===== config.mk =====
export PLATFORM = sky130hd
export DESIGN_NAME = hcbp_back
export DESIGN_NICKNAME = d
export VERILOG_FILES = /design/src/hcbp_pkg.sv /design/src/hcbp_back.sv
export SDC_FILE = /design/constraint.sdc
export NUM_CORES = 1
export LEC_CHECK = 0
export BUFFER_PORTS_ARGS = -buffer_cell sky130_fd_sc_hd__buf_2
export CAP_MARGIN = 20
export CORE_MARGIN = 8
export CORE_UTILIZATION = 60
export DETAILED_ROUTE_END_ITERATION = 12
export GPL_ROUTABILITY_DRIVEN = 0
export PLACE_DENSITY = 0.93
export SYNTH_ARGS = -nofsm -noshare
export SYNTH_HDL_FRONTEND = slang
export SYNTH_SLANG_ARGS = --single-unit
export TNS_END_PERCENT = 100

===== constraint.sdc =====
create_clock -name clock -period 11.9 [get_ports clock]
set_clock_uncertainty 0.15 [all_clocks]
set_input_delay 2.38 -clock clock [delete_from_list [all_inputs] [get_ports clock]]
set_output_delay 2.38 -clock clock [all_outputs]
set_load 0.05 [all_outputs]

===== src/hcbp_pkg.sv =====
// Package for the Huffman code bit packer: shared constants, input mode codes
// and the push command that passes from the front end to the queue.
// No dependencies.
package hcbp_pkg;

   // Default sizes for the top-level parameters.
   localparam int DEF_SYMBOL_COUNT = 256;
   localparam int DEF_MAX_CODE_LEN = 32;

   // Width of one output word and of the fill counter.
   localparam int BYTE_BITS = 8;
   localparam int FILL_W    = 3;

   // Depth of the command queue between the front end and the packer.
   localparam int QUEUE_DEPTH = 4;

   // Input mode codes.
   localparam logic [1:0] MODE_LOAD   = 2'd0;
   localparam logic [1:0] MODE_ENCODE = 2'd1;
   localparam logic [1:0] MODE_FLUSH  = 2'd2;

   // Push control from the front end to the command queue.
   typedef struct packed {
      logic valid;
      logic flush;
   } cmd_type;

endpackage


===== src/hcbp_back.sv =====
// Packer back end: appends code bits to the byte accumulator, most
// significant bit first, and sends one byte a cycle when not stalled. Uses hcbp_pkg.
module hcbp_back #(
   parameter int MAX_CODE_LEN = 32,
   parameter int LEN_W        = 6
) (
   input  logic                    clock,
   input  logic                    reset,
   input  logic                    q_empty,
   input  logic                    head_flush,
   input  logic [MAX_CODE_LEN-1:0] head_code,
   input  logic [LEN_W-1:0]        head_len,
   output logic                    pop,
   output logic                    rsp_valid,
   input  logic                    rsp_stall,
   output logic [7:0]              rsp_out_byte,
   output logic                    rsp_last
);
   import hcbp_pkg::*;

   localparam int WIN_W = MAX_CODE_LEN + BYTE_BITS;
   localparam int CNT_W = $clog2(WIN_W);
   localparam int SH_W  = $clog2(WIN_W + 1);

   localparam logic ST_IDLE = 1'b0;
   localparam logic ST_EMIT = 1'b1;

   logic                   state_ff, state_in;
   logic [BYTE_BITS-1:0]   acc_ff, acc_in;
   logic [FILL_W-1:0]      fill_ff, fill_in;
   logic [WIN_W-1:0]       win_ff, win_in;
   logic [CNT_W-1:0]       cnt_ff, cnt_in;
   logic                   rsp_valid_ff, rsp_valid_in;
   logic [BYTE_BITS-1:0]   rsp_byte_ff, rsp_byte_in;
   logic                   rsp_last_ff, rsp_last_in;

   logic                   out_free;
   logic [SH_W-1:0]        shamt;
   logic [WIN_W-1:0]       win_new;
   logic [CNT_W-1:0]       total;
   logic [CNT_W-1:0]       cnt_rem;

   assign out_free = !rsp_valid_ff || !rsp_stall;

   // Left-aligned window: pending bits on top, the new code right below them.
   always_comb begin
      shamt   = SH_W'(WIN_W) - SH_W'(head_len) - SH_W'(fill_ff);
      win_new = {acc_ff, {MAX_CODE_LEN{1'b0}}} | (WIN_W'(head_code) << shamt);
      total   = CNT_W'(fill_ff) + CNT_W'(head_len);
      cnt_rem = cnt_ff - CNT_W'(BYTE_BITS);
   end

   // Sequencer: take a command, then send its bytes one per cycle unless stalled.
   always_comb begin
      state_in     = state_ff;
      acc_in       = acc_ff;
      fill_in      = fill_ff;
      win_in       = win_ff;
      cnt_in       = cnt_ff;
      rsp_valid_in = rsp_valid_ff && rsp_stall;
      rsp_byte_in  = rsp_byte_ff;
      rsp_last_in  = rsp_last_ff;
      pop          = 1'b0;
      case (state_ff)
         ST_IDLE: begin
            if (!q_empty && out_free) begin
               pop = 1'b1;
               if (head_flush) begin
                  if (fill_ff != '0) begin
                     rsp_valid_in = 1'b1;
                     rsp_byte_in  = acc_ff;
                     rsp_last_in  = 1'b1;
                     acc_in       = '0;
                     fill_in      = '0;
                  end
               end else if (total >= CNT_W'(BYTE_BITS)) begin
                  win_in   = win_new;
                  cnt_in   = total;
                  state_in = ST_EMIT;
               end else begin
                  acc_in  = win_new[WIN_W-1 -: BYTE_BITS];
                  fill_in = total[FILL_W-1:0];
               end
            end
         end
         ST_EMIT: begin
            if (out_free) begin
               rsp_valid_in = 1'b1;
               rsp_byte_in  = win_ff[WIN_W-1 -: BYTE_BITS];
               rsp_last_in  = (cnt_rem < CNT_W'(BYTE_BITS));
               win_in       = win_ff << BYTE_BITS;
               cnt_in       = cnt_rem;
               if (cnt_rem < CNT_W'(BYTE_BITS)) begin
                  acc_in   = win_ff[WIN_W-BYTE_BITS-1 -: BYTE_BITS];
                  fill_in  = cnt_rem[FILL_W-1:0];
                  state_in = ST_IDLE;
               end
            end
         end
         default: begin
            state_in = ST_IDLE;
         end
      endcase
   end

   always_ff @(posedge clock) begin
      if (reset) begin
         state_ff     <= ST_IDLE;
         acc_ff       <= '0;
         fill_ff      <= '0;
         rsp_valid_ff <= 1'b0;
      end else begin
         state_ff     <= state_in;
         acc_ff       <= acc_in;
         fill_ff      <= fill_in;
         rsp_valid_ff <= rsp_valid_in;
      end
      win_ff      <= win_in;
      cnt_ff      <= cnt_in;
      rsp_byte_ff <= rsp_byte_in;
      rsp_last_ff <= rsp_last_in;
   end

   assign rsp_valid    = rsp_valid_ff;
   assign rsp_out_byte = rsp_byte_ff;
   assign rsp_last     = rsp_last_ff;

endmodule


==> run metrics, run 1 <==
status=finished, final reports clean; share of the synthesized area in the top cell type=a little under a third; total wire length=between 10 and 15 mm; Reg clk slew, reported paths=0.08 ns; critical path, cell by cell=buf_2 > ha_1 > inv_1 > ha_1 > fa_1 > xor2_4 > mux2_2 > mux2i_1 > nor2_1 > or4_4 > a32o_1; num ports=54; clk buf depth=2; remaining routing DRC violations=0; Largest delay share family, worst path=adder cells; Leak=2.29 nW; first-pass GRT wire length=roughly 23 mm; largest net degree at the start of global routing=68; WL/cell=approximately 21 µm; Die Y=between 100 and 150 µm; Rel. slew slack=approximately a quarter; placed instance area=5670 µm²; setup TNS=0 ns; RSZ-0062 raised after global routing=no; slowest stage cell, crit path=xor2_4; worst vdd ir=98.9 µV; detailed-route vias per instance=between 7 and 8; Synth Cell Area=around 5400 µm²; First-pass DRT Iterations=6; pwr dens=206 nW/µm²; dominant synthesized flop cell=edfxtp_1; vias in the first global route=4642; post-route cell area=about 6000 µm²; Setup Viol. Count Final=0; initial antenna violation count=0; Netlist cell types=65; HPWL Detailed=10.4 mm; TritonCTS Buffers=9; CP max stage delay=around 0.9 ns; Worst EP arrival=6.05 ns; Rows=34; final hold violations=0; final std cells w/o fill=678; CP max FO=42; Chip Width=about 110 µm; cts repair resizes=0; Avg Cell Area, Syn=between 10 and 15 µm²; Period minus WS final=a little under 6 ns; Async S/R FF share, synth=0%; Ys Warns=0; area of the core=roughly 8700 µm²; 1st-iter DRT viols=about 730; Fmax achieved=approximately 170 MHz; CP Data Required Time=around 12 ns; diodes inserted=0; final worst-path cycle share=roughly half; Final nets=620; DP Cell Count=662; via count=around 4800; largest cells by area after synthesis=edfxtp_1 31%, mux4_2 9.2%, nand2_1 5.3%; CTS tree=yes; number of max-cap violations=0; Setup CP Type=input pin to flop; DIE AREA=around 12000 µm²; Hold-fix buffers, CTS=0; crit end category=flop; port bufs=53; share of layout cells above drive strength 1=22.8%; postcts setup bufs=0; crit-path most repeated cell=ha_1; GRT Util Overall=22.9%; global route overflow=0; worst skew pair latency=about 0.36 ns; commonest non-fill, non-tap cells in the layout=75 x nand2_1, 55 x edfxtp_1, 53 x buf_2, 33 x o21ai_0, 28 x nor2_1; Routed Antenna Nets=0; area leader, netlist=edfxtp_1; Max Slew Vio Count=0; EDFF count, synth=55; Bufs and invs on worst path=2; H-Tree Level Count=3; worst-margin pin slew=~1.1 ns; Root Driver=clkbuf_8; Synth Instances=~530; Seq cells post-synth=about 70; register area share after synthesis=between 30% and 40%; commonest non-fill, non-tap cell in the layout=nand2_1; Sink Count=68; startpoint types=input pin; Hold Path Class=flop to flop; Synth Net Count=roughly 590; Initial Util=about 60%; synth-to-layout area growth=9.31%
==> synthesized netlist by cell type, drive strengths merged (9+ instances only) <==
library cell   n
nand3         14
buf           23
clkbuf        16
nor2          28
mux4          29
nor3          13
ha             9
a211oi         9
a21oi         20
edfxtp        55
inv           20
o21ai         33
nand2         75
dfxtp         13
o211ai         9
mux2          23
a22o          14
mux2i         23
==> area by class of cell <==
cell class	instances	area, µm²
sequential	68	1910
fill	653	2820
tap	108	135
clock inverter	3	20.0
multi-input combinational	405	3230
timing repair buffer	60	318
clock buffer	13	170
inverter	21	78.8
==> final timing paths <==
kind	startpoint	endpoint	slack, ns	depth (start not counted)
max	head_len[1]	acc_ff[6]	5.95	11
min reg2reg	acc_ff[3]	acc_ff[3]	0.33	1
min	acc_ff[3]	acc_ff[3]	0.33	1
max reg2reg	fill_ff[0]	acc_ff[6]	7.65	10
==> where the power goes <==
| group | total [mW] | leakage (nW) | switching, mW | internal, mW |
|---|---|---|---|---|
| logic | 0.682 | 1.56 | 0.416 | 0.267 |
| clock network | 0.188 | 0.0908 | 0.0941 | 0.0939 |
| registers | 0.336 | 0.637 | 0.0152 | 0.321 |
| total | 1.21 | 2.29 | 0.525 | 0.681 |
==> per-stage QoR <==
step           util (%)  total power [mW]  hold slack (ns)  setup slack (ns)
2_1_floorplan         -             0.848            0.284              5.77
3_3_place_gp       65.3             0.968            0.288              5.72
3_5_place_dp       65.3             0.996            0.309              5.63
4_1_cts            67.5              1.18            0.326              5.98
5_1_grt            67.5              1.26            0.352              5.78
6_report           67.5              1.21            0.326              5.95
==> routing by layer <==
metal | track usage (%) | vias up | wire [µm]
met5 | 0 | - | 0
met4 | 12.7 | 0 | 680
met3 | 6.06 | 71 | 1610
met2 | 36.8 | 387 | 6830
met1 | 27.1 | 2243 | 5350
li1 | - | 2133 | -
==> kinds of logic after synthesis <==
group,synth area share [%]
xor gates and xnor gates,0.817
muxes,21.8
DFF,35.7
and+or+nand+nor,15.0
buffers and inverters,4.71
adders and majority gates,3.22
AOI/OAI and AO/OA,18.8
==> sequential cells by signal, summed over array words and instances (netlist names) <==
name,flops
win_ff,40
acc_ff,8
rsp_out_byte,8
cnt_ff,6
fill_ff,3
rsp_last,1
rsp_valid,1
state_ff,1
(Power assumes the default switching activity.)
==> run 2: changes to the inputs <==
--- a/config.mk
+++ b/config.mk
@@ -5,6 +5,7 @@
 export SDC_FILE = /design/constraint.sdc
 export NUM_CORES = 1
 export LEC_CHECK = 0
+export ABC_AREA = 1
 export BUFFER_PORTS_ARGS = -buffer_cell sky130_fd_sc_hd__buf_2
 export CAP_MARGIN = 20
 export CORE_MARGIN = 8
==> constraint.sdc (replaced) <==
create_clock -name clock -period 5.76 [get_ports clock]
set_clock_uncertainty 0.15 [all_clocks]
set_input_delay 1.152 -clock clock [delete_from_list [all_inputs] [get_ports clock]]
set_output_delay 1.152 -clock clock [all_outputs]
set_load 0.05 [all_outputs]
==> run 2 against run 1 <==
Effect of this change:
- non-clock buffer count shrank 1
- wire length grew 1.8%
- utilization shrank 1.5 points
- synthesized area shrank 1.1%
==> run metrics, run 2 <==
status=finished, final reports clean (unchanged); Synth Cell Area=5300 µm² (was 5360 µm²); crit-path most repeated cell=nand2_1 (was ha_1); CP max FO=33 (was 42); Avg Cell Area, Syn=7.07 µm² (was 10.1 µm²); remaining routing DRC violations=0 (unchanged); Reg clk slew, reported paths=0.07 ns (was 0.08 ns); area of the core=8640 µm² (was 8680 µm²); r2r startpoint=fill_ff[1] (was fill_ff[0]); commonest non-fill, non-tap cell in the layout=nand2_1 (unchanged); worst-margin pin slew=0.819 ns (was 1.11 ns); Fmax achieved=254 MHz; Max Slew Vio Count=0 (unchanged); Ys Warns=0 (unchanged); critical path, cell by cell=buf_2 > ha_1 > inv_1 > ha_1 > fa_1 > buf_4 > inv_2 > nand3_1 > a21oi_1 > a31oi_1 > nand2_1 > nand2_1 > nand2_1 (was buf_2 > ha_1 > inv_1 > ha_1 > fa_1 > xor2_4 > mux2_2 > mux2i_1 > nor2_1 > or4_4 > a32o_1); largest net degree at the start of global routing=58 (was 68); first-pass GRT wire length=24.3 mm (was 23.1 mm); Final nets=830 (was 620); Leak=2.58 nW (was 2.29 nW); share of layout cells above drive strength 1=13.3% (was 22.8%); Die Y=110 µm (was 111 µm); CP Data Required Time=5.71 ns (was 12.00 ns); Worst R2R End=win_ff[30] (was acc_ff[6]); Synth Net Count=805 (was 588); XOR/XNOR share of the synthesized area=0.637% (was 0.817%); RSZ-0062 raised after global routing=no (unchanged); largest cells by area after synthesis=edfxtp_1 31%, nand2_1 17%, nand3_1 15% (was edfxtp_1 31%, mux4_2 9.2%, nand2_1 5.3%); slowest stage cell, crit path=fa_1 (was xor2_4); clock share of power=17.8% (was 15.6%); vias in the first global route=5033 (was 4642); register area share after synthesis=36.0% (was 35.7%); Netlist cell types=45 (was 65); Period minus WS final=between 3 and 4 ns; Biggest register=win_ff (unchanged); max FFs per register=40 (unchanged); number of max-cap violations=0 (unchanged); Rows=34 (unchanged); Largest delay share family, worst path=adder cells (unchanged); Sink Count=68 (unchanged); GRT Util Overall=25.2% (was 22.9%); final worst-path cycle share=between 60% and 70%; main combinational cell family by area after synthesis=simple AND/OR/NAND/NOR gates (was multiplexers); Chip Width=110 µm (was 111 µm); CTS tree=yes (unchanged); area leader, netlist=edfxtp_1 (unchanged); Rel. slew slack=45.3% (was 26.2%); Initial Util=61.4% (was 61.8%); initial antenna violation count=0 (unchanged); net switching power=1.13 mW (was 0.525 mW); CP max stage delay=0.56 ns (was 0.92 ns); Gate power share=53.4% (was 56.6%); reg2reg path depth=12 (was 10); total power=2.41 mW (was 1.21 mW); share of the synthesized area in the top cell type=31.1% (was 30.8%); Int Power=1.28 mW (was 0.681 mW); Worst EP arrival=3.89 ns (was 6.05 ns); Async S/R FF share, synth=0% (unchanged); H-Tree Level Count=3 (unchanged); Hold-fix buffers, CTS=0 (unchanged); postcts setup bufs=0 (unchanged); min-delay src=win_ff[23] (was acc_ff[3]); synth cell count leaders=239 x nand2_1, 161 x nand3_1, 55 x edfxtp_1, 47 x inv_1, 41 x o21ai_0 (was 75 x nand2_1, 55 x edfxtp_1, 33 x o21ai_0, 28 x nor2_1); 1st-iter DRT viols=706 (was 731); global route overflow=0 (unchanged); mux share of post-synthesis cell area=0% (was 21.8%); r2r setup slk=2.38 ns (was 7.65 ns); via count=5495 (was 4834); WHS Endpoint=win_ff[31] (was acc_ff[3]); post-synthesis compound-gate area fraction=10.7% (was 18.8%); WL/cell=16.6 µm (was 21.3 µm); DIE AREA=12100 µm² (was 12200 µm²); dominant synthesized flop cell=edfxtp_1 (unchanged); total wire length=14.7 mm (was 14.5 mm); clk buf depth=2 (unchanged); EDFF count, synth=55 (unchanged); setup TNS=0 ns (unchanged); Simple-Gate Fraction of Synth Area=40.4% (was 15.0%); Setup Viol. Count Final=0 (unchanged); cts repair resizes=0 (unchanged); TritonCTS Buffers=9 (unchanged); worst vdd ir=240 µV (was 98.9 µV); startpoint types=input pin (unchanged); First-pass DRT Iterations=7 (was 6); synth-to-layout area growth=7.53% (was 9.31%); Synth Instances=750 (was 533); commonest non-fill, non-tap cells in the layout=239 x nand2_1, 161 x nand3_1, 55 x edfxtp_1, 53 x buf_2, 47 x inv_1 (was 75 x nand2_1, 55 x edfxtp_1, 53 x buf_2, 33 x o21ai_0, 28 x nor2_1); diodes inserted=0 (unchanged); Root Driver=clkbuf_8 (unchanged); WHS Path Cells=2 (was 1); crit end category=flop (unchanged); num ports=54 (unchanged); Bufs and invs on worst path=4 (was 2); port bufs=53 (unchanged); HPWL Detailed=10.7 mm (was 10.4 mm); Hold Path Class=flop to flop (unchanged); worst skew pair latency=0.35 ns (was 0.36 ns); Seq cells post-synth=68 (unchanged); final hold violations=0 (unchanged); Routed Antenna Nets=0 (unchanged); Seq pwr share=28.8% (was 27.8%); pwr dens=423 nW/µm² (was 206 nW/µm²); Sw Ratio=47.0% (was 43.5%); Post-Synth Adder-Cell Area=3.26% (was 3.22%); detailed-route vias per instance=6.19 (was 7.13); Setup CP Type=input pin to flop (unchanged); top-count cell post-synth=nand2_1 (unchanged)
## run 2: layout make-up
class                           instances  area (µm²)
Clock buffer                           10         128
Clock inverter                          6        88.8
Fill cell                             744        2930
Inverter                               53         201
Multi-Input combinational cell        584        2930
Sequential cell                        68        1910
Tap cell                              108         135
Timing Repair Buffer                   59         310
## run 2: how the worst max path moves through the flow
stage,depth (start not counted),end,startpoint
2_1_floorplan,3,cnt_ff[3],rsp_stall
3_3_place_gp,15,acc_ff[0],head_len[1]
3_5_place_dp,13,win_ff[30],head_len[1]
5_1_grt,13,win_ff[30],head_len[1]
6_report,13,win_ff[30],head_len[1]
4_1_cts,14,acc_ff[4],head_len[1]
## run 2: power by group through the flow
stage          Sequential [mW]  Clock [mW]  Combinational, mW
2_1_floorplan            0.737           0              0.950
3_3_place_gp             0.701           0               1.19
3_5_place_dp             0.705           0               1.23
4_1_cts                  0.695       0.430               1.24
5_1_grt                  0.702       0.453               1.41
6_report                 0.695       0.429               1.29
## run 2: routing by layer
metal / share of wire, % / track usage, % / vias up
met5: 0 / 0 / -
met4: 5.3 / 12.2 / 0
met3: 11 / 6.86 / 87
met2: 45 / 40.6 / 393
met1: 39 / 30.7 / 2422
li1: - / - / 2593
## run 2: cells by family (layout without fill, tap and decap cells)
kind of cell | count (synthesis) | in the layout
xor+xnor | 3 | 3
buf+inv | 98 | 128
simple gates | 470 | 470
flops | 68 | 68
compound gates | 99 | 99
fa+ha+maj | 12 | 12
## run 2: per-stage QoR
step                      util (%)  instance area (µm²)  hold slack [ns]  worst slack [ns]  std cells
after global placement        63.5                 5490            0.355              1.67        872
after floorplan                  -                 5300            0.332             0.769        750
after detailed placement      63.5                 5490            0.361              1.58        872
final                         66.0                 5700            0.374              1.82        888
after CTS                     66.0                 5700            0.375              1.91        888
after global routing          66.0                 5700            0.405              1.60        888
## run 2: worst register-to-register path: cells and delay by family, from the launching register on
| family | cells | cell delay [ns] |
|---|---|---|
| fa+ha+maj | 3 | 1.08 |
| buf+inv | 3 | 0.67 |
| compound gates | 2 | 0.46 |
| simple gates | 4 | 0.43 |
| flops | 1 | 0.34 |
==> run 3: changes to the inputs <==
--- a/config.mk
+++ b/config.mk
@@ -9,10 +9,10 @@
 export BUFFER_PORTS_ARGS = -buffer_cell sky130_fd_sc_hd__buf_2
 export CAP_MARGIN = 20
 export CORE_MARGIN = 8
-export CORE_UTILIZATION = 60
+export CORE_UTILIZATION = 54
 export DETAILED_ROUTE_END_ITERATION = 12
 export GPL_ROUTABILITY_DRIVEN = 0
-export PLACE_DENSITY = 0.93
+export PLACE_DENSITY = 0.89
 export SYNTH_ARGS = -nofsm -noshare
 export SYNTH_HDL_FRONTEND = slang
 export SYNTH_SLANG_ARGS = --single-unit
==> constraint.sdc (replaced) <==
create_clock -name clock -period 3.15 [get_ports clock]
set_clock_uncertainty 0.15 [all_clocks]
set_input_delay 0.63 -clock clock [delete_from_list [all_inputs] [get_ports clock]]
set_output_delay 0.63 -clock clock [all_outputs]
set_load 0.05 [all_outputs]
==> run 3 against run 2 <==
Effect of this change:
- worst setup slack worse by 1.7 ns
- utilization down 1.2 points
- final area grew 9.6%
- combinational power increased by 120%
- non-clock buffer count increased by 55
- global-route usage decreased by 1.1 points
- die area up 9.5%
- total power up 100%
- sequential share of layout area down 2.9 points
- highest routed layer unchanged
==> run metrics, run 3 (same netlist as run 2, synthesis figures left out) <==
total wire length=15.4 mm (was 14.7 mm); TritonCTS Buffers=9 (unchanged); Max Slew Vio Count=0 (unchanged); HPWL Detailed=11.8 mm (was 10.7 mm); vias in the first global route=5410 (was 5033); status=finished, final reports clean (unchanged); diodes inserted=0 (unchanged); Hold-fix buffers, CTS=0 (unchanged); Leak=2.88 nW (was 2.58 nW); 1st-iter DRT viols=661 (was 706); CP Data Required Time=3.28 ns (was 5.71 ns); max FFs per register=40 (unchanged); synth-to-layout area growth=17.8% (was 7.53%); Initial Util=55.0% (was 61.4%); CTS tree=yes (unchanged); DIE AREA=13200 µm² (was 12100 µm²); Rel. slew slack=52.7% (was 45.3%); detailed-route vias per instance=5.78 (was 6.19); postcts setup bufs=0 (unchanged); uppermost layer routed=met4 (unchanged); commonest non-fill, non-tap cells in the layout=239 x nand2_1, 161 x nand3_1, 55 x edfxtp_1, 53 x buf_2, 52 x buf_4 (was 239 x nand2_1, 161 x nand3_1, 55 x edfxtp_1, 53 x buf_2, 47 x inv_1); Routed Antenna Nets=0 (unchanged); critical path, cell by cell=buf_2 > ha_1 > inv_1 > ha_1 > fa_2 > inv_2 > buf_4 > nand3_1 > nor2_2 > nand3_1 > nand2_1 > nand2_1 > nand4_2 > nand2_1 > a21oi_1 (was buf_2 > ha_1 > inv_1 > ha_1 > fa_1 > buf_4 > inv_2 > nand3_1 > a21oi_1 > a31oi_1 > nand2_1 > nand2_1 > nand2_1); RSZ-0062 raised after global routing=no (unchanged); final worst-path cycle share=95.6%; Reg clk slew, reported paths=0.07 ns (about the same); worst-margin pin slew=0.710 ns (was 0.819 ns); pwr dens=781 nW/µm² (was 423 nW/µm²); worst skew pair latency=0.36 ns (was 0.35 ns); share of layout cells above drive strength 1=19.5% (was 13.3%); GRT Util Overall=24.1% (was 25.2%); met2 wire length=7.21 mm (was 6.65 mm); crit-path most repeated cell=nand2_1 (unchanged); Fmax achieved=332 MHz; Rows=36 (was 34); largest net degree at the start of global routing=57 (was 58); remaining routing DRC violations=0 (unchanged); worst vdd ir=495 µV (was 240 µV); Period minus WS final=between 3 and 4 ns; Worst EP arrival=3.14 ns (was 3.89 ns); initial antenna violation count=0 (unchanged); commonest non-fill, non-tap cell in the layout=nand2_1 (unchanged); via count=5595 (was 5495); CP max FO=11 (was 33); final hold violations=0 (unchanged); Chip Width=115 µm (was 110 µm); startpoint types=input pin (unchanged); Root Driver=clkbuf_8 (unchanged); routed wl met3=1.35 mm (was 1.60 mm); number of max-cap violations=0 (unchanged); M1 WL=6.16 mm (was 5.70 mm); num ports=54 (unchanged); hold slack=0.320 ns (was 0.374 ns); WL/cell=15.9 µm (was 16.6 µm); setup TNS=0 ns (unchanged); Die Y=115 µm (was 110 µm); Setup Viol. Count Final=0 (unchanged); First-pass DRT Iterations=6 (was 7); first-pass GRT wire length=25.5 mm (was 24.3 mm); Biggest register=win_ff (unchanged); slowest stage cell, crit path=fa_2 (was fa_1); Hold Path Class=input pin to flop (was flop to flop); Setup CP Type=input pin to flop (unchanged); port bufs=53 (unchanged); CP max stage delay=0.51 ns (was 0.56 ns); area of the core=9640 µm² (was 8640 µm²); global route overflow=0 (unchanged); H-Tree Level Count=3 (unchanged); Final nets=885 (was 830); clk buf depth=2 (unchanged); crit end category=flop (unchanged); Sink Count=68 (unchanged); placed instance area=6020 µm² (was 5490 µm²); post-route cell area=6250 µm² (was 5700 µm²)
## run 3: changes by cell type in the layout (fill, tap and decap cells not counted), sizes merged
cell	previous run	this run
clkbuf	10	9
inv	52	53
clkinvlp	2	1
clkinv	3	4
buf	59	114
## run 3: per-layer routing
| metal | vias up | global-route usage, % |
|---|---|---|
| li1 | 2710 | - |
| met1 | 2491 | 28.8 |
| met2 | 323 | 39.1 |
| met3 | 71 | 5.09 |
| met4 | 0 | 14.6 |
| met5 | - | 0 |
## run 3: final timing paths
kind	start	endpoint	slack, ns	cells past startpoint
setup / recovery	head_len[1]	acc_ff[2]	0.14	15
hold / removal	reset	rsp_valid	0.32	2
setup reg to reg	fill_ff[1]	acc_ff[2]	0.18	14
hold reg to reg	fill_ff[1]	fill_ff[1]	0.37	2
## run 3: repair_timing
action,in CTS,in global routing
endpoints found under the hold margin,0,0
resized for setup,0,6
endpoints found under the setup margin,0,8
## run 3: through the flow
stage | total power [mW] | util, % | cells | setup WS, ns
finish | 4.88 | 64.8 | 968 | 0.138
global route | 5.19 | 64.8 | 968 | 0.0253
CTS | 4.79 | 64.7 | 968 | 0.117
detailed placement | 3.99 | 62.4 | 952 | -0.231
global placement | 3.93 | 62.4 | 952 | -0.149
floorplan | 3.08 | - | 750 | 0.0162
## run 3: final cells by class
| cell class | instances | area [µm²] |
|---|---|---|
| timing repair buffer | 114 | 818 |
| fill | 879 | 3390 |
| multi-input combinational | 584 | 2940 |
| clock inverter | 7 | 90.1 |
| tap | 133 | 166 |
| sequential | 68 | 1910 |
| clock buffer | 9 | 124 |
| inverter | 53 | 201 |
## run 3: report_power, final
group	switching (mW)	internal, mW
Combinational	1.79	1.04
Clock	0.345	0.443
Sequential	0.0463	1.22
Total	2.18	2.70
## run 3: critical path: cells and delay by family
family                     cells  cell delay [ns]
buffers and inverters          4             0.53
and+or+nand+nor                7             0.84
adders and majority gates      3             1.03
AOI/OAI and AO/OA              1             0.12
